**config.mk**
```make
export PLATFORM = sky130hd
export DESIGN_NAME = segment_allocator_with_compaction
export DESIGN_NICKNAME = d
export VERILOG_FILES = /design/src/hw/rtl/sac_pkg.sv /design/src/hw/rtl/sac_ram.sv /design/src/hw/rtl/sac_engine.sv /design/src/hw/rtl/segment_allocator_with_compaction.sv
export SDC_FILE = /design/constraint.sdc
export NUM_CORES = 1
export LEC_CHECK = 0
export ABC_AREA = 1
export BUFFER_PORTS_ARGS = -buffer_cell sky130_fd_sc_hd__buf_2
export CORE_MARGIN = 1
export CORE_UTILIZATION = 30
export CTS_CLUSTER_DIAMETER = 80
export DETAILED_ROUTE_END_ITERATION = 12
export MAX_ROUTING_LAYER = met4
export SLEW_MARGIN = 20
export SYNTH_ARGS = -nofsm -noshare
export SYNTH_HDL_FRONTEND = slang
export SYNTH_SLANG_ARGS = --single-unit
```
**constraint.sdc**
```tcl
create_clock -name clk_i -period 10.1 [get_ports clk_i]
set_input_delay 1.515 -clock clk_i [delete_from_list [all_inputs] [get_ports clk_i]]
set_output_delay 1.515 -clock clk_i [all_outputs]
set_load 0.01 [all_outputs]
```
**src/hw/rtl/sac_pkg.sv**
```systemverilog
// ----------------------------------------------------------------------------
// sac_pkg
// Types, constants and helpers of the segment allocator with compaction.
// ----------------------------------------------------------------------------
package sac_pkg;

  // Table geometry
  localparam int unsigned MaxSegments = 16;
  localparam int unsigned IdxW        = $clog2(MaxSegments);
  localparam int unsigned CntW        = $clog2(MaxSegments + 1);

  // Field widths
  localparam int unsigned KeyW  = 4;
  localparam int unsigned AddrW = 16;
  localparam int unsigned LenW  = 16;
  localparam int unsigned UsedW = 17;

  // Reset value of the address space size
  localparam logic [AddrW-1:0] MemSizeReset = 16'd1024;

  typedef enum logic {
    CmdAlloc = 1'b0,
    CmdFree  = 1'b1
  } cmd_e;

  typedef enum logic [2:0] {
    StOk       = 3'd0,
    StNoSpace  = 3'd1,
    StNotFound = 3'd2,
    StInUse    = 3'd3,
    StFull     = 3'd4
  } status_e;

  typedef enum logic [2:0] {
    SIdle,
    SScan,
    SDecide,
    SShift,
    SFreeDone,
    SCompact,
    SAppend
  } state_e;

  typedef struct packed {
    cmd_e            command;
    logic [LenW-1:0] segment_length;
    logic [KeyW-1:0] segment_key;
  } item_t;

  typedef struct packed {
    status_e          status;
    logic             is_relocation;
    logic [KeyW-1:0]  result_key;
    logic [AddrW-1:0] base_address;
    logic [LenW-1:0]  space_left;
    logic             last;
  } result_t;

  // One table row as stored in the RAM
  typedef struct packed {
    logic [KeyW-1:0]  key;
    logic [AddrW-1:0] base;
    logic [LenW-1:0]  length;
  } slot_t;

  // Result handed from the engine to the output register
  typedef struct packed {
    logic    valid;
    result_t res;
  } emit_t;

  // Free units, saturating at zero when the space was shrunk below use
  function automatic logic [LenW-1:0] units_free(logic [UsedW-1:0] used,
                                                 logic [AddrW-1:0] space_units);
    logic [UsedW-1:0] mem_ext;
    logic [UsedW-1:0] diff;
    mem_ext = {1'b0, space_units};
    diff    = mem_ext - used;
    return (used >= mem_ext) ? '0 : diff[LenW-1:0];
  endfunction

endpackage

```
**src/hw/rtl/sac_ram.sv**
```systemverilog
// ----------------------------------------------------------------------------
// sac_ram
// Generic single-write, single-read RAM with a registered read port.
// ----------------------------------------------------------------------------
module sac_ram #(
  parameter int unsigned Width = 8,
  parameter int unsigned Depth = 16
) (
  input  logic                     clk_i,
  input  logic                     we_i,
  input  logic [$clog2(Depth)-1:0] waddr_i,
  input  logic [Width-1:0]         wdata_i,
  input  logic [$clog2(Depth)-1:0] raddr_i,
  output logic [Width-1:0]         rdata_o
);

  logic [Width-1:0] mem_q [Depth];
  logic [Width-1:0] rdata_q;

  // Write port
  always_ff @(posedge clk_i) begin
    if (we_i) begin
      mem_q[waddr_i] <= wdata_i;
    end
  end

  // Registered read port
  always_ff @(posedge clk_i) begin
    rdata_q <= mem_q[raddr_i];
  end

  assign rdata_o = rdata_q;

endmodule

```
**src/hw/rtl/sac_engine.sv**
```systemverilog
// ----------------------------------------------------------------------------
// sac_engine
// Sequencer that walks the segment table in RAM: key search, close-up on
// free, compaction and append on allocate.
// ----------------------------------------------------------------------------
module sac_engine (
  input  logic                      clk_i,
  input  logic                      rst_ni,
  input  logic                      start_i,
  input  sac_pkg::item_t            item_i,
  input  logic [sac_pkg::AddrW-1:0] memory_size_i,
  output logic                      busy_o,
  output sac_pkg::emit_t            emit_o
);

  sac_pkg::state_e              state_q, state_d;
  sac_pkg::item_t               item_q, item_d;
  logic [sac_pkg::CntW-1:0]     count_q, count_d;
  logic [sac_pkg::UsedW-1:0]    units_q, units_d;
  logic [sac_pkg::IdxW-1:0]     ptr_q, ptr_d;
  logic [sac_pkg::IdxW-1:0]     pos_q, pos_d;
  logic                         found_q, found_d;
  logic [sac_pkg::LenW-1:0]     flen_q, flen_d;
  logic [sac_pkg::UsedW-1:0]    top_q, top_d;
  logic [sac_pkg::UsedW-1:0]    next_q, next_d;

  // RAM access
  logic                         ram_we;
  logic [sac_pkg::IdxW-1:0]     ram_waddr;
  sac_pkg::slot_t               ram_wdata;
  logic [sac_pkg::IdxW-1:0]     ram_raddr;
  sac_pkg::slot_t               ram_rdata;

  // Shared conditions
  logic [sac_pkg::IdxW-1:0]     last_idx;
  logic [sac_pkg::IdxW-1:0]     ptr_inc;
  logic                         at_last;
  logic                         shift_last;
  logic                         pos_last;
  logic                         key_hit;
  logic [sac_pkg::LenW-1:0]     avail;
  logic [sac_pkg::UsedW-1:0]    mem_ext;
  logic [sac_pkg::UsedW-1:0]    room_diff;
  logic [sac_pkg::UsedW-1:0]    room;
  logic [sac_pkg::UsedW-1:0]    len_ext;
  logic                         table_full;
  logic                         no_space;
  logic                         need_compact;
  logic                         base_moved;
  logic [sac_pkg::UsedW-1:0]    next_sum;
  logic [sac_pkg::UsedW-1:0]    units_add;

  sac_ram #(
    .Width($bits(sac_pkg::slot_t)),
    .Depth(sac_pkg::MaxSegments)
  ) u_sac_ram (
    .clk_i  (clk_i),
    .we_i   (ram_we),
    .waddr_i(ram_waddr),
    .wdata_i(ram_wdata),
    .raddr_i(ram_raddr),
    .rdata_o(ram_rdata)
  );

  // Decode table position and space checks
  assign last_idx     = sac_pkg::IdxW'(count_q - sac_pkg::CntW'(1));
  assign ptr_inc      = ptr_q + sac_pkg::IdxW'(1);
  assign at_last      = (ptr_q == last_idx);
  assign shift_last   = (ptr_inc == last_idx);
  assign pos_last     = (pos_q == last_idx);
  assign key_hit      = (ram_rdata.key == item_q.segment_key);
  assign avail        = sac_pkg::units_free(units_q, memory_size_i);
  assign mem_ext      = {1'b0, memory_size_i};
  assign room_diff    = mem_ext - top_q;
  assign room         = (top_q >= mem_ext) ? '0 : room_diff;
  assign len_ext      = {1'b0, item_q.segment_length};
  assign table_full   = (count_q == sac_pkg::CntW'(sac_pkg::MaxSegments));
  assign no_space     = (item_q.segment_length > avail);
  assign need_compact = (len_ext > room);
  assign base_moved   = ({1'b0, ram_rdata.base} != next_q);
  assign next_sum     = next_q + {1'b0, ram_rdata.length};
  assign units_add    = units_q + len_ext;

  // Next state
  always_comb begin
    state_d = state_q;
    unique case (state_q)
      sac_pkg::SIdle: begin
        if (start_i) begin
          state_d = (count_q == '0) ? sac_pkg::SDecide : sac_pkg::SScan;
        end
      end
      sac_pkg::SScan: begin
        if (at_last) begin
          state_d = sac_pkg::SDecide;
        end
      end
      sac_pkg::SDecide: begin
        if (item_q.command == sac_pkg::CmdFree) begin
          if (!found_q) begin
            state_d = sac_pkg::SIdle;
          end else if (pos_last) begin
            state_d = sac_pkg::SFreeDone;
          end else begin
            state_d = sac_pkg::SShift;
          end
        end else begin
          priority if (found_q || table_full || no_space) begin
            state_d = sac_pkg::SIdle;
          end else if (need_compact && (count_q != '0)) begin
            state_d = sac_pkg::SCompact;
          end else begin
            state_d = sac_pkg::SAppend;
          end
        end
      end
      sac_pkg::SShift: begin
        if (shift_last) begin
          state_d = sac_pkg::SFreeDone;
        end
      end
      sac_pkg::SFreeDone: begin
        state_d = sac_pkg::SIdle;
      end
      sac_pkg::SCompact: begin
        if (at_last) begin
          state_d = sac_pkg::SAppend;
        end
      end
      sac_pkg::SAppend: begin
        state_d = sac_pkg::SIdle;
      end
      default: begin
        state_d = sac_pkg::SIdle;
      end
    endcase
  end

  // Datapath, RAM access and result emission
  always_comb begin
    item_d    = item_q;
    count_d   = count_q;
    units_d   = units_q;
    ptr_d     = ptr_q;
    pos_d     = pos_q;
    found_d   = found_q;
    flen_d    = flen_q;
    top_d     = top_q;
    next_d    = next_q;
    ram_we    = 1'b0;
    ram_waddr = ptr_q;
    ram_wdata = ram_rdata;
    ram_raddr = ptr_inc;
    emit_o                   = '0;
    emit_o.res.result_key    = item_q.segment_key;
    emit_o.res.space_left    = avail;
    emit_o.res.status        = sac_pkg::StOk;
    emit_o.res.last          = 1'b1;

    unique case (state_q)
      sac_pkg::SIdle: begin
        ram_raddr = '0;
        if (start_i) begin
          item_d  = item_i;
          ptr_d   = '0;
          found_d = 1'b0;
          top_d   = '0;
        end
      end
      // Compare one row per cycle, record the hit and the table top
      sac_pkg::SScan: begin
        if (!found_q && key_hit) begin
          found_d = 1'b1;
          pos_d   = ptr_q;
          flen_d  = ram_rdata.length;
        end
        if (at_last) begin
          top_d = {1'b0, ram_rdata.base} + {1'b0, ram_rdata.length};
        end else begin
          ptr_d = ptr_inc;
        end
      end
      sac_pkg::SDecide: begin
        if (item_q.command == sac_pkg::CmdFree) begin
          ram_raddr = pos_q + sac_pkg::IdxW'(1);
          if (!found_q) begin
            emit_o.valid      = 1'b1;
            emit_o.res.status = sac_pkg::StNotFound;
          end else begin
            units_d = units_q - {1'b0, flen_q};
            ptr_d   = pos_q;
          end
        end else begin
          ram_raddr = '0;
          priority if (found_q) begin
            emit_o.valid      = 1'b1;
            emit_o.res.status = sac_pkg::StInUse;
          end else if (table_full) begin
            emit_o.valid      = 1'b1;
            emit_o.res.status = sac_pkg::StFull;
          end else if (no_space) begin
            emit_o.valid      = 1'b1;
            emit_o.res.status = sac_pkg::StNoSpace;
          end else begin
            ptr_d  = '0;
            next_d = '0;
          end
        end
      end
      // Move the row above down by one, reading two ahead
      sac_pkg::SShift: begin
        ram_we    = 1'b1;
        ram_waddr = ptr_q;
        ram_wdata = ram_rdata;
        ram_raddr = ptr_q + sac_pkg::IdxW'(2);
        ptr_d     = ptr_inc;
      end
      sac_pkg::SFreeDone: begin
        count_d      = count_q - sac_pkg::CntW'(1);
        emit_o.valid = 1'b1;
      end
      // Pack rows from address zero, report every row that moves
      sac_pkg::SCompact: begin
        if (base_moved) begin
          ram_we                  = 1'b1;
          ram_waddr               = ptr_q;
          ram_wdata.key           = ram_rdata.key;
          ram_wdata.base          = next_q[sac_pkg::AddrW-1:0];
          ram_wdata.length        = ram_rdata.length;
          emit_o.valid            = 1'b1;
          emit_o.res.is_relocation = 1'b1;
          emit_o.res.result_key   = ram_rdata.key;
          emit_o.res.base_address = next_q[sac_pkg::AddrW-1:0];
          emit_o.res.last         = 1'b0;
        end
        next_d = next_sum;
        if (at_last) begin
          top_d = next_sum;
        end else begin
          ptr_d = ptr_inc;
        end
      end
      // Place the new segment on top
      sac_pkg::SAppend: begin
        ram_we                  = 1'b1;
        ram_waddr               = count_q[sac_pkg::IdxW-1:0];
        ram_wdata.key           = item_q.segment_key;
        ram_wdata.base          = top_q[sac_pkg::AddrW-1:0];
        ram_wdata.length        = item_q.segment_length;
        count_d                 = count_q + sac_pkg::CntW'(1);
        units_d                 = units_add;
        emit_o.valid            = 1'b1;
        emit_o.res.base_address = top_q[sac_pkg::AddrW-1:0];
        emit_o.res.space_left   = sac_pkg::units_free(units_add, memory_size_i);
      end
      default: begin
        ram_we = 1'b0;
      end
    endcase
  end

  // Control state
  always_ff @(posedge clk_i or negedge rst_ni) begin
    if (!rst_ni) begin
      state_q <= sac_pkg::SIdle;
      count_q <= '0;
      units_q <= '0;
      found_q <= 1'b0;
    end else begin
      state_q <= state_d;
      count_q <= count_d;
      units_q <= units_d;
      found_q <= found_d;
    end
  end

  // Working registers
  always_ff @(posedge clk_i) begin
    item_q <= item_d;
    ptr_q  <= ptr_d;
    pos_q  <= pos_d;
    flen_q <= flen_d;
    top_q  <= top_d;
    next_q <= next_d;
  end

  assign busy_o = (state_q != sac_pkg::SIdle);

endmodule

```
**src/hw/rtl/segment_allocator_with_compaction.sv**
```systemverilog
// ----------------------------------------------------------------------------
// segment_allocator_with_compaction
// Keeps a segment table in address order, allocates on top, compacts when
// the room above the top segment is too small, and frees by key.
// ----------------------------------------------------------------------------
// Sequence: the key search walks the table RAM one row per cycle, and a
//   compaction walks it once more, or the close-up after a free walks the
//   rows above the freed one, through the same port.
// Throughput: one item at a time; each result shows for one cycle, in the
//   cycle after it is produced; results of one item may follow back to back.
// Reset: table empty, no space used, memory_size back to 1024.
module segment_allocator_with_compaction (
  input  logic                      clk_i,
  input  logic                      rst_ni,
  input  logic                      start,
  output logic                      busy,
  input  sac_pkg::item_t            item_i,
  input  logic                      cfg_we_i,
  input  logic [sac_pkg::AddrW-1:0] cfg_wdata_i,
  output logic                      result_valid_o,
  output sac_pkg::result_t          result_o
);

  logic [sac_pkg::AddrW-1:0] memory_size_q;
  sac_pkg::emit_t            emit;
  logic                      result_valid_q;
  sac_pkg::result_t          result_q;
  logic                      engine_busy;

  // Accept an item only while the engine is idle
  sac_engine u_sac_engine (
    .clk_i        (clk_i),
    .rst_ni       (rst_ni),
    .start_i      (start && !engine_busy),
    .item_i       (item_i),
    .memory_size_i(memory_size_q),
    .busy_o       (engine_busy),
    .emit_o       (emit)
  );

  // Hold the address space size
  always_ff @(posedge clk_i or negedge rst_ni) begin
    if (!rst_ni) begin
      memory_size_q <= sac_pkg::MemSizeReset;
    end else if (cfg_we_i) begin
      memory_size_q <= cfg_wdata_i;
    end
  end

  // Register the result strobe
  always_ff @(posedge clk_i or negedge rst_ni) begin
    if (!rst_ni) begin
      result_valid_q <= 1'b0;
    end else begin
      result_valid_q <= emit.valid;
    end
  end

  // Capture the result item
  always_ff @(posedge clk_i) begin
    if (emit.valid) begin
      result_q <= emit.res;
    end
  end

  assign busy           = engine_busy;
  assign result_valid_o = result_valid_q;
  assign result_o       = result_q;

endmodule

```
==> reports/results.txt, run 1 <==
Yosys cell types: 54
IO Count: 84
Synth area leader: edfxtp_1
Net Count, Synth: 4024
FP Rows: 131
DRC: 0
Final GP Congestion: 0.948
Worst-Margin Slew: 1090 ps
Final WL: 114000 um
Largest net degree at the start of global routing: 211
Post-CTS setup buffer count: 0
Slew Viols, Final: 0
Worst R2R Path Depth: 19
Maximum clock rate: 191 MHz
Core area: 128000 um2
Post-DP HPWL: 71500 um
Post-layout min period: 5240 ps
Max cap viols: 0
Xor/xnor share of the synthesized area: 1.44%
Clock Root Buffer: clkbuf_16
Final ANT Viol Nets: 0
Initial core utilization: 30.4%
Overall routing resource usage: 17.6%
Worst hold-check path type: flip-flop to flip-flop
Adder-Cell Fraction of Synth Area: 6.12%
Mean Syn Cell Area: 10.2 um2
Final setup viols: 0
Clock Skews: 59.5 ps
Maximum vdd ir drop: 0.267 mV
Top FF cell, synth: edfxtp_1
EDFF count, synth: 696
Async SR Flop Fraction: 5.55%
Register bit total from synthesis: 775
Worst-path clk slew: 50 ps
Period utilization: 51.9%
Final Net Count: 4096
Worst R2R Setup Slack: 4860 ps
Clk buf depth: 3
Vias in the first global route: 26200
Antenna violations before repair: 5
CTS Hold Buffers Added: 0
Share of the synthesized area in the top cell type: 53.8%
Pwr/cell area: 347 nW/um2
DR WL/cell: 20.1 um
Detailed-route vias per instance: 4.96
Setup ws final: 4860 ps
Largest family of logic cells by synthesized area: simple AND/OR/NAND/NOR gates
Fraction of the mapped netlist area in simple logic gates: 14.6%
H-tree Lvls: 3
Synth Area in Compound Gates: 11.8%
Layout cells sized above 1: 8.50%
GRT overflow: 0
Sequential element share of the synthesized area: 58.4%
Startpoint Class: flip-flop
Die height: 362 um
RSZ-0062 raised after global routing: no
Critical path required time: 10360 ps
Max FO, Critical Path: 31
Post-DP Area: 41200 um2
Main area contributors after synthesis: edfxtp_1, nand2_1, ha_1, o211ai_1, inv_1
Placed insts: 5510
Worst r2r dst: u_sac_engine.ptr_q[1]
First-pass GRT wire length: 169000 um
Setup crit end kind: flip-flop
CP startpoint: memory_size_q[10]
Hold Vio Cnt, Final: 0
Worst Setup EP: u_sac_engine.ptr_q[1]
Fin util: 34.5%
1st-pass router iterations: 6
Finished Layout Cells: 5674
Pwr Total: 15.3 mW
CTS tree: built
Slew HR: 27.6%
Clock sink total: 775
Detailed-route via count: 28200
Post-CTS Resized: 0
Worst EP arrival: 5510 ps
Setup_tns: 0 ps
Post-Syn Area: 38900 um2
Mux share of post-synthesis cell area: 0%
Clock Latency Late Sink: 680 ps
Ys Warns: 0
Finished Cell Area: 44100 um2
Die area: 131000 um2
Pleak: 17.9 nW
Worst hold margin: 546 ps
Chip Width: 362 um
Total CTS buffers: 86
Area grow syn2layout: 13.6%
Dpl ws: 4830 ps
Cell count after synthesis: 3797
WS Path Type: flip-flop to flip-flop
PortBufs: 83
DRT iter0 DRCs: 2852
RR Startpoint: memory_size_q[10]
Status: complete, no violations
-- flip-flops by register name, indices dropped and copies added (netlist names) --
name	count
result_valid_o	1
memory_size_q	16
u_sac_engine.units_q	17
u_sac_engine.item_q	21
u_sac_engine.pos_q	4
u_sac_engine.u_sac_ram.mem_q	576
result_o	41
u_sac_engine.state_q	3
u_sac_engine.found_q	1
u_sac_engine.top_q	17
u_sac_engine.count_q	5
u_sac_engine.flen_q	16
u_sac_engine.ptr_q	4
u_sac_engine.next_q	17
u_sac_engine.u_sac_ram.rdata_o	36
-- power by group --
part,switching (mW),internal (mW),total (mW)
Combinational,5.03,2.24,7.26
Sequential,0.430,4.42,4.85
Clock,1.35,1.84,3.19
Total,6.81,8.49,15.3
-- cell usage after synthesis (13+ instances only) --
cell,n
xnor2_1,18
xor2_1,46
nor2_1,146
buf_2,73
nor3_1,20
o211ai_1,297
buf_6,17
o21ai_0,138
a21o_1,17
buf_4,13
nand4_1,28
nand3_1,319
nand2_1,794
clkbuf_1,38
buf_1,13
dfxtp_1,36
ha_1,179
dfrtp_1,42
o21bai_1,20
inv_1,554
o22ai_1,14
a21oi_1,152
edfxtp_1,696
-- per-layer routing --
layer  routed length [um]  global-route usage (%)  up-vias
met4                 3650                    5.67        0
li1                     -                       -    13300
met2                51100                    27.0     1028
met3                 8280                    2.70      188
met1                50700                    23.7    13600
met5                    0                       -        -
-- cells by family (layout without fill, tap and decap cells) --
family | count (synthesis) | after routing
fa+ha+maj | 186 | 186
simple gates | 1344 | 1344
compound gates | 708 | 708
xor+xnor | 64 | 64
buf+inv | 720 | 865
other cells | 0 | 3
flops | 775 | 775
-- cell usage in the layout, fill, tap and decap left out, types with 15 or more instances in the layout --
master and count:
nand2_1 794, edfxtp_1 696, inv_1 554, nand3_1 319, o211ai_1 297, ha_1 179
a21oi_1 152, o21ai_0 137, nor2_1 129, clkbuf_16 87, buf_2 83, buf_4 53
xor2_1 46, dfrtp_1 42, dfxtp_1 36, nand4_1 28, nor2_4 21, o21bai_1 20
nor3_1 20, clkinv_2 19, xnor2_1 18, a21o_1 17, clkbuf_1 15
-- worst max-delay path: stages (launching register included) --
cell and delay (ps):
dfstp_2 560, inv_1 70, ha_1 360, nand2_1 90
inv_1 40, o21bai_1 120, nand2_1 70, a211oi_1 300
and2_0 170, and3_1 870, nand2_1 120, ha_1 360
nand4_1 150, nor3_1 260, nand3_1 140, nand2_1 100
nand2_1 230, nor2_1 220, nor2_1 60, nor4_1 580
-- worst min-delay path by stage --
stage / start / end / cells after the start
finish: u_sac_engine.count_q[4] / u_sac_engine.count_q[4] / 2
floorplan: u_sac_engine.u_sac_ram.rdata_o[0] / u_sac_engine.flen_q[0] / 0
global route: u_sac_engine.u_sac_ram.rdata_o[7] / u_sac_engine.flen_q[7] / 0
CTS: u_sac_engine.count_q[4] / u_sac_engine.count_q[4] / 2
global placement: u_sac_engine.count_q[4] / u_sac_engine.count_q[4] / 2
detailed placement: u_sac_engine.count_q[4] / u_sac_engine.count_q[4] / 2
-- layout make-up --
cell class	count	area [um2]
fillers	12700	83900
well taps	1729	2160
clock inverters	51	553
clock buffers	110	2340
repair buffers	138	853
diodes	3	7.51
flip-flops and latches	775	22700
inverters	566	2130
multi-input cells	2302	13400
Power figures use the tool's default switching activity.
==> run 2, diff against run 1 <==
clock period = 4.27 ns   (was 10.1 ns; I/O delays follow)
==> run 2 against run 1 <==
Compared with the run above:
- sequential cell count stayed put
- global-route usage is 0.064 points lower
- sequential share of layout area is 0.82 points lower
- clock-buffer cell count is 4 higher
- wire length is 0.85% lower
- total power is 140% higher
- hold slack worse by 400 ps
- critical endpoint is now result_o[15]
- largest power group unchanged
==> reports/results.txt, run 2 (same netlist as run 1, synthesis figures left out) <==
First-pass GRT wire length: 170000 um
Detailed-route vias per instance: 4.93
Status: complete, no violations
Finished Layout Cells: 5749
Setup crit end kind: flip-flop
Endpoint, Worst Hold: u_sac_engine.item_q[18]
Die height: 362 um
Largest net degree at the start of global routing: 145
Clock Skews: 53.1 ps
H-tree Lvls: 3
Total CTS buffers: 88
Critical path required time: 4780 ps
Worst-path clk slew: 60 ps
Vias in the first global route: 26900
Final Net Count: 4171
Startpoint Class: flip-flop
Largest Register: u_sac_engine.u_sac_ram.mem_q
Slew HR: 31.3%
Worst R2R Path Depth: 18
PortBufs: 83
WS Path Type: flip-flop to flip-flop
Period utilization: 95.5%
Clock Latency Late Sink: 680 ps
Clk buf depth: 3
Clock sink total: 775
Final ANT Viol Nets: 0
Core area: 128000 um2
Pleak: 18.2 nW
Commonest cells after routing, fill and taps aside: nand2_1, edfxtp_1, inv_1
Setup_tns: 0 ps
Setup ws final: 190 ps
RR Startpoint: u_sac_engine.item_q[10]
Pwr Total: 36.9 mW
Initial core utilization: 30.4%
Worst EP arrival: 4590 ps
DRC: 0
Area grow syn2layout: 15.4%
Worst hold-check path type: input port to flip-flop
Final GP Congestion: 0.977
Most common cell after layout, fill and taps aside: nand2_1
Max cap viols: 0
CP startpoint: u_sac_engine.item_q[10]
Die area: 131000 um2
Final setup viols: 0
CTS tree: built
Fin util: 35.0%
Worst hold margin: 151 ps
Placed insts: 5582
Maximum vdd ir drop: 0.911 mV
Maximum clock rate: 245 MHz
Post-DP HPWL: 75400 um
DRT iter0 DRCs: 2666
Clock Root Buffer: clkbuf_16
DR WL/cell: 19.6 um
Chip Width: 362 um
Layout cells sized above 1: 10.1%
Hold Path Stages: 1
Antenna violations before repair: 4
IO Count: 84
Worst R2R Setup Slack: 190 ps
FP Rows: 131
1st-pass router iterations: 6
GRT overflow: 0
Slew Viols, Final: 0
Dpl ws: 178 ps
Final WL: 113000 um
Overall routing resource usage: 17.5%
Max FO, Critical Path: 5
Pwr/cell area: 824 nW/um2
Detailed-route via count: 28400
Max reg flops: 576
Hold Startpoint: item_i[18]
Worst-Margin Slew: 1030 ps
Post-layout min period: 4080 ps
Hold Vio Cnt, Final: 0
Post-DP Area: 42000 um2
Finished Cell Area: 44800 um2
Worst r2r dst: result_o[15]
==> run 2: cell count changes in the layout (fill, tap and decap cells not counted), sizes merged <==
cell         change
clkbuf           +4
buf             +72
dlygate4sd3      +1
diode            +1
bufinv           -4
clkinv           +2
clkinvlp         -4
inv              +3
==> run 2: worst max path at each step <==
stage | to | slack [ps]
2_1_floorplan | result_o[0] | -1030
3_3_place_gp | result_o[9] | 200
3_5_place_dp | result_o[10] | 180
4_1_cts | result_o[12] | 160
5_1_grt | u_sac_engine.ptr_q[1] | -10
6_report | result_o[15] | 190
==> run 2: per-layer routing <==
metal | vias up | wire length [um] | track usage, %
li1 | 13500 | - | -
met3 | 168 | 6520 | 2.36
met2 | 888 | 51800 | 27.5
met1 | 13800 | 51900 | 23.8
met5 | - | 0 | -
met4 | 0 | 2560 | 4.41
==> run 2: repair_timing <==
item                       4_1_cts  5_1_grt
buffers inserted                 0        0
setup endpoints to repair        0       61
hold endpoints to repair        12        0
gates resized for setup          0        4
hold buffers                     1        0
==> run 2: power by group <==
part | total (mW) | internal (mW) | switching [mW]
Clock | 7.29 | 4.11 | 3.18
Sequential | 11.4 | 10.4 | 0.959
Combinational | 18.3 | 6.04 | 12.2
==> run 2: area by class of cell <==
class | instances | area (um2)
repair buffers | 211 | 1620
flip-flops and latches | 775 | 22700
fillers | 12800 | 83200
clock buffers | 114 | 2350
clock inverters | 48 | 442
diodes | 4 | 10.0
multi-input cells | 2302 | 13400
well taps | 1729 | 2160
inverters | 566 | 2130
==> run 2: worst max-delay path, cell delays in order, from the launching register on <==
cell,delay (ps)
edfxtp_1,540
ha_1,390
a21oi_1,280
o21a_1,170
nand2_1,130
a21boi_0,260
buf_4,160
xor2_1,350
ha_1,300
nand2_1,120
nor3b_1,300
nand2_1,80
nand4_1,130
nand2_1,70
nand2_1,80
nor2_1,40
nor2_1,290
nand4_1,150
nand2_1,100
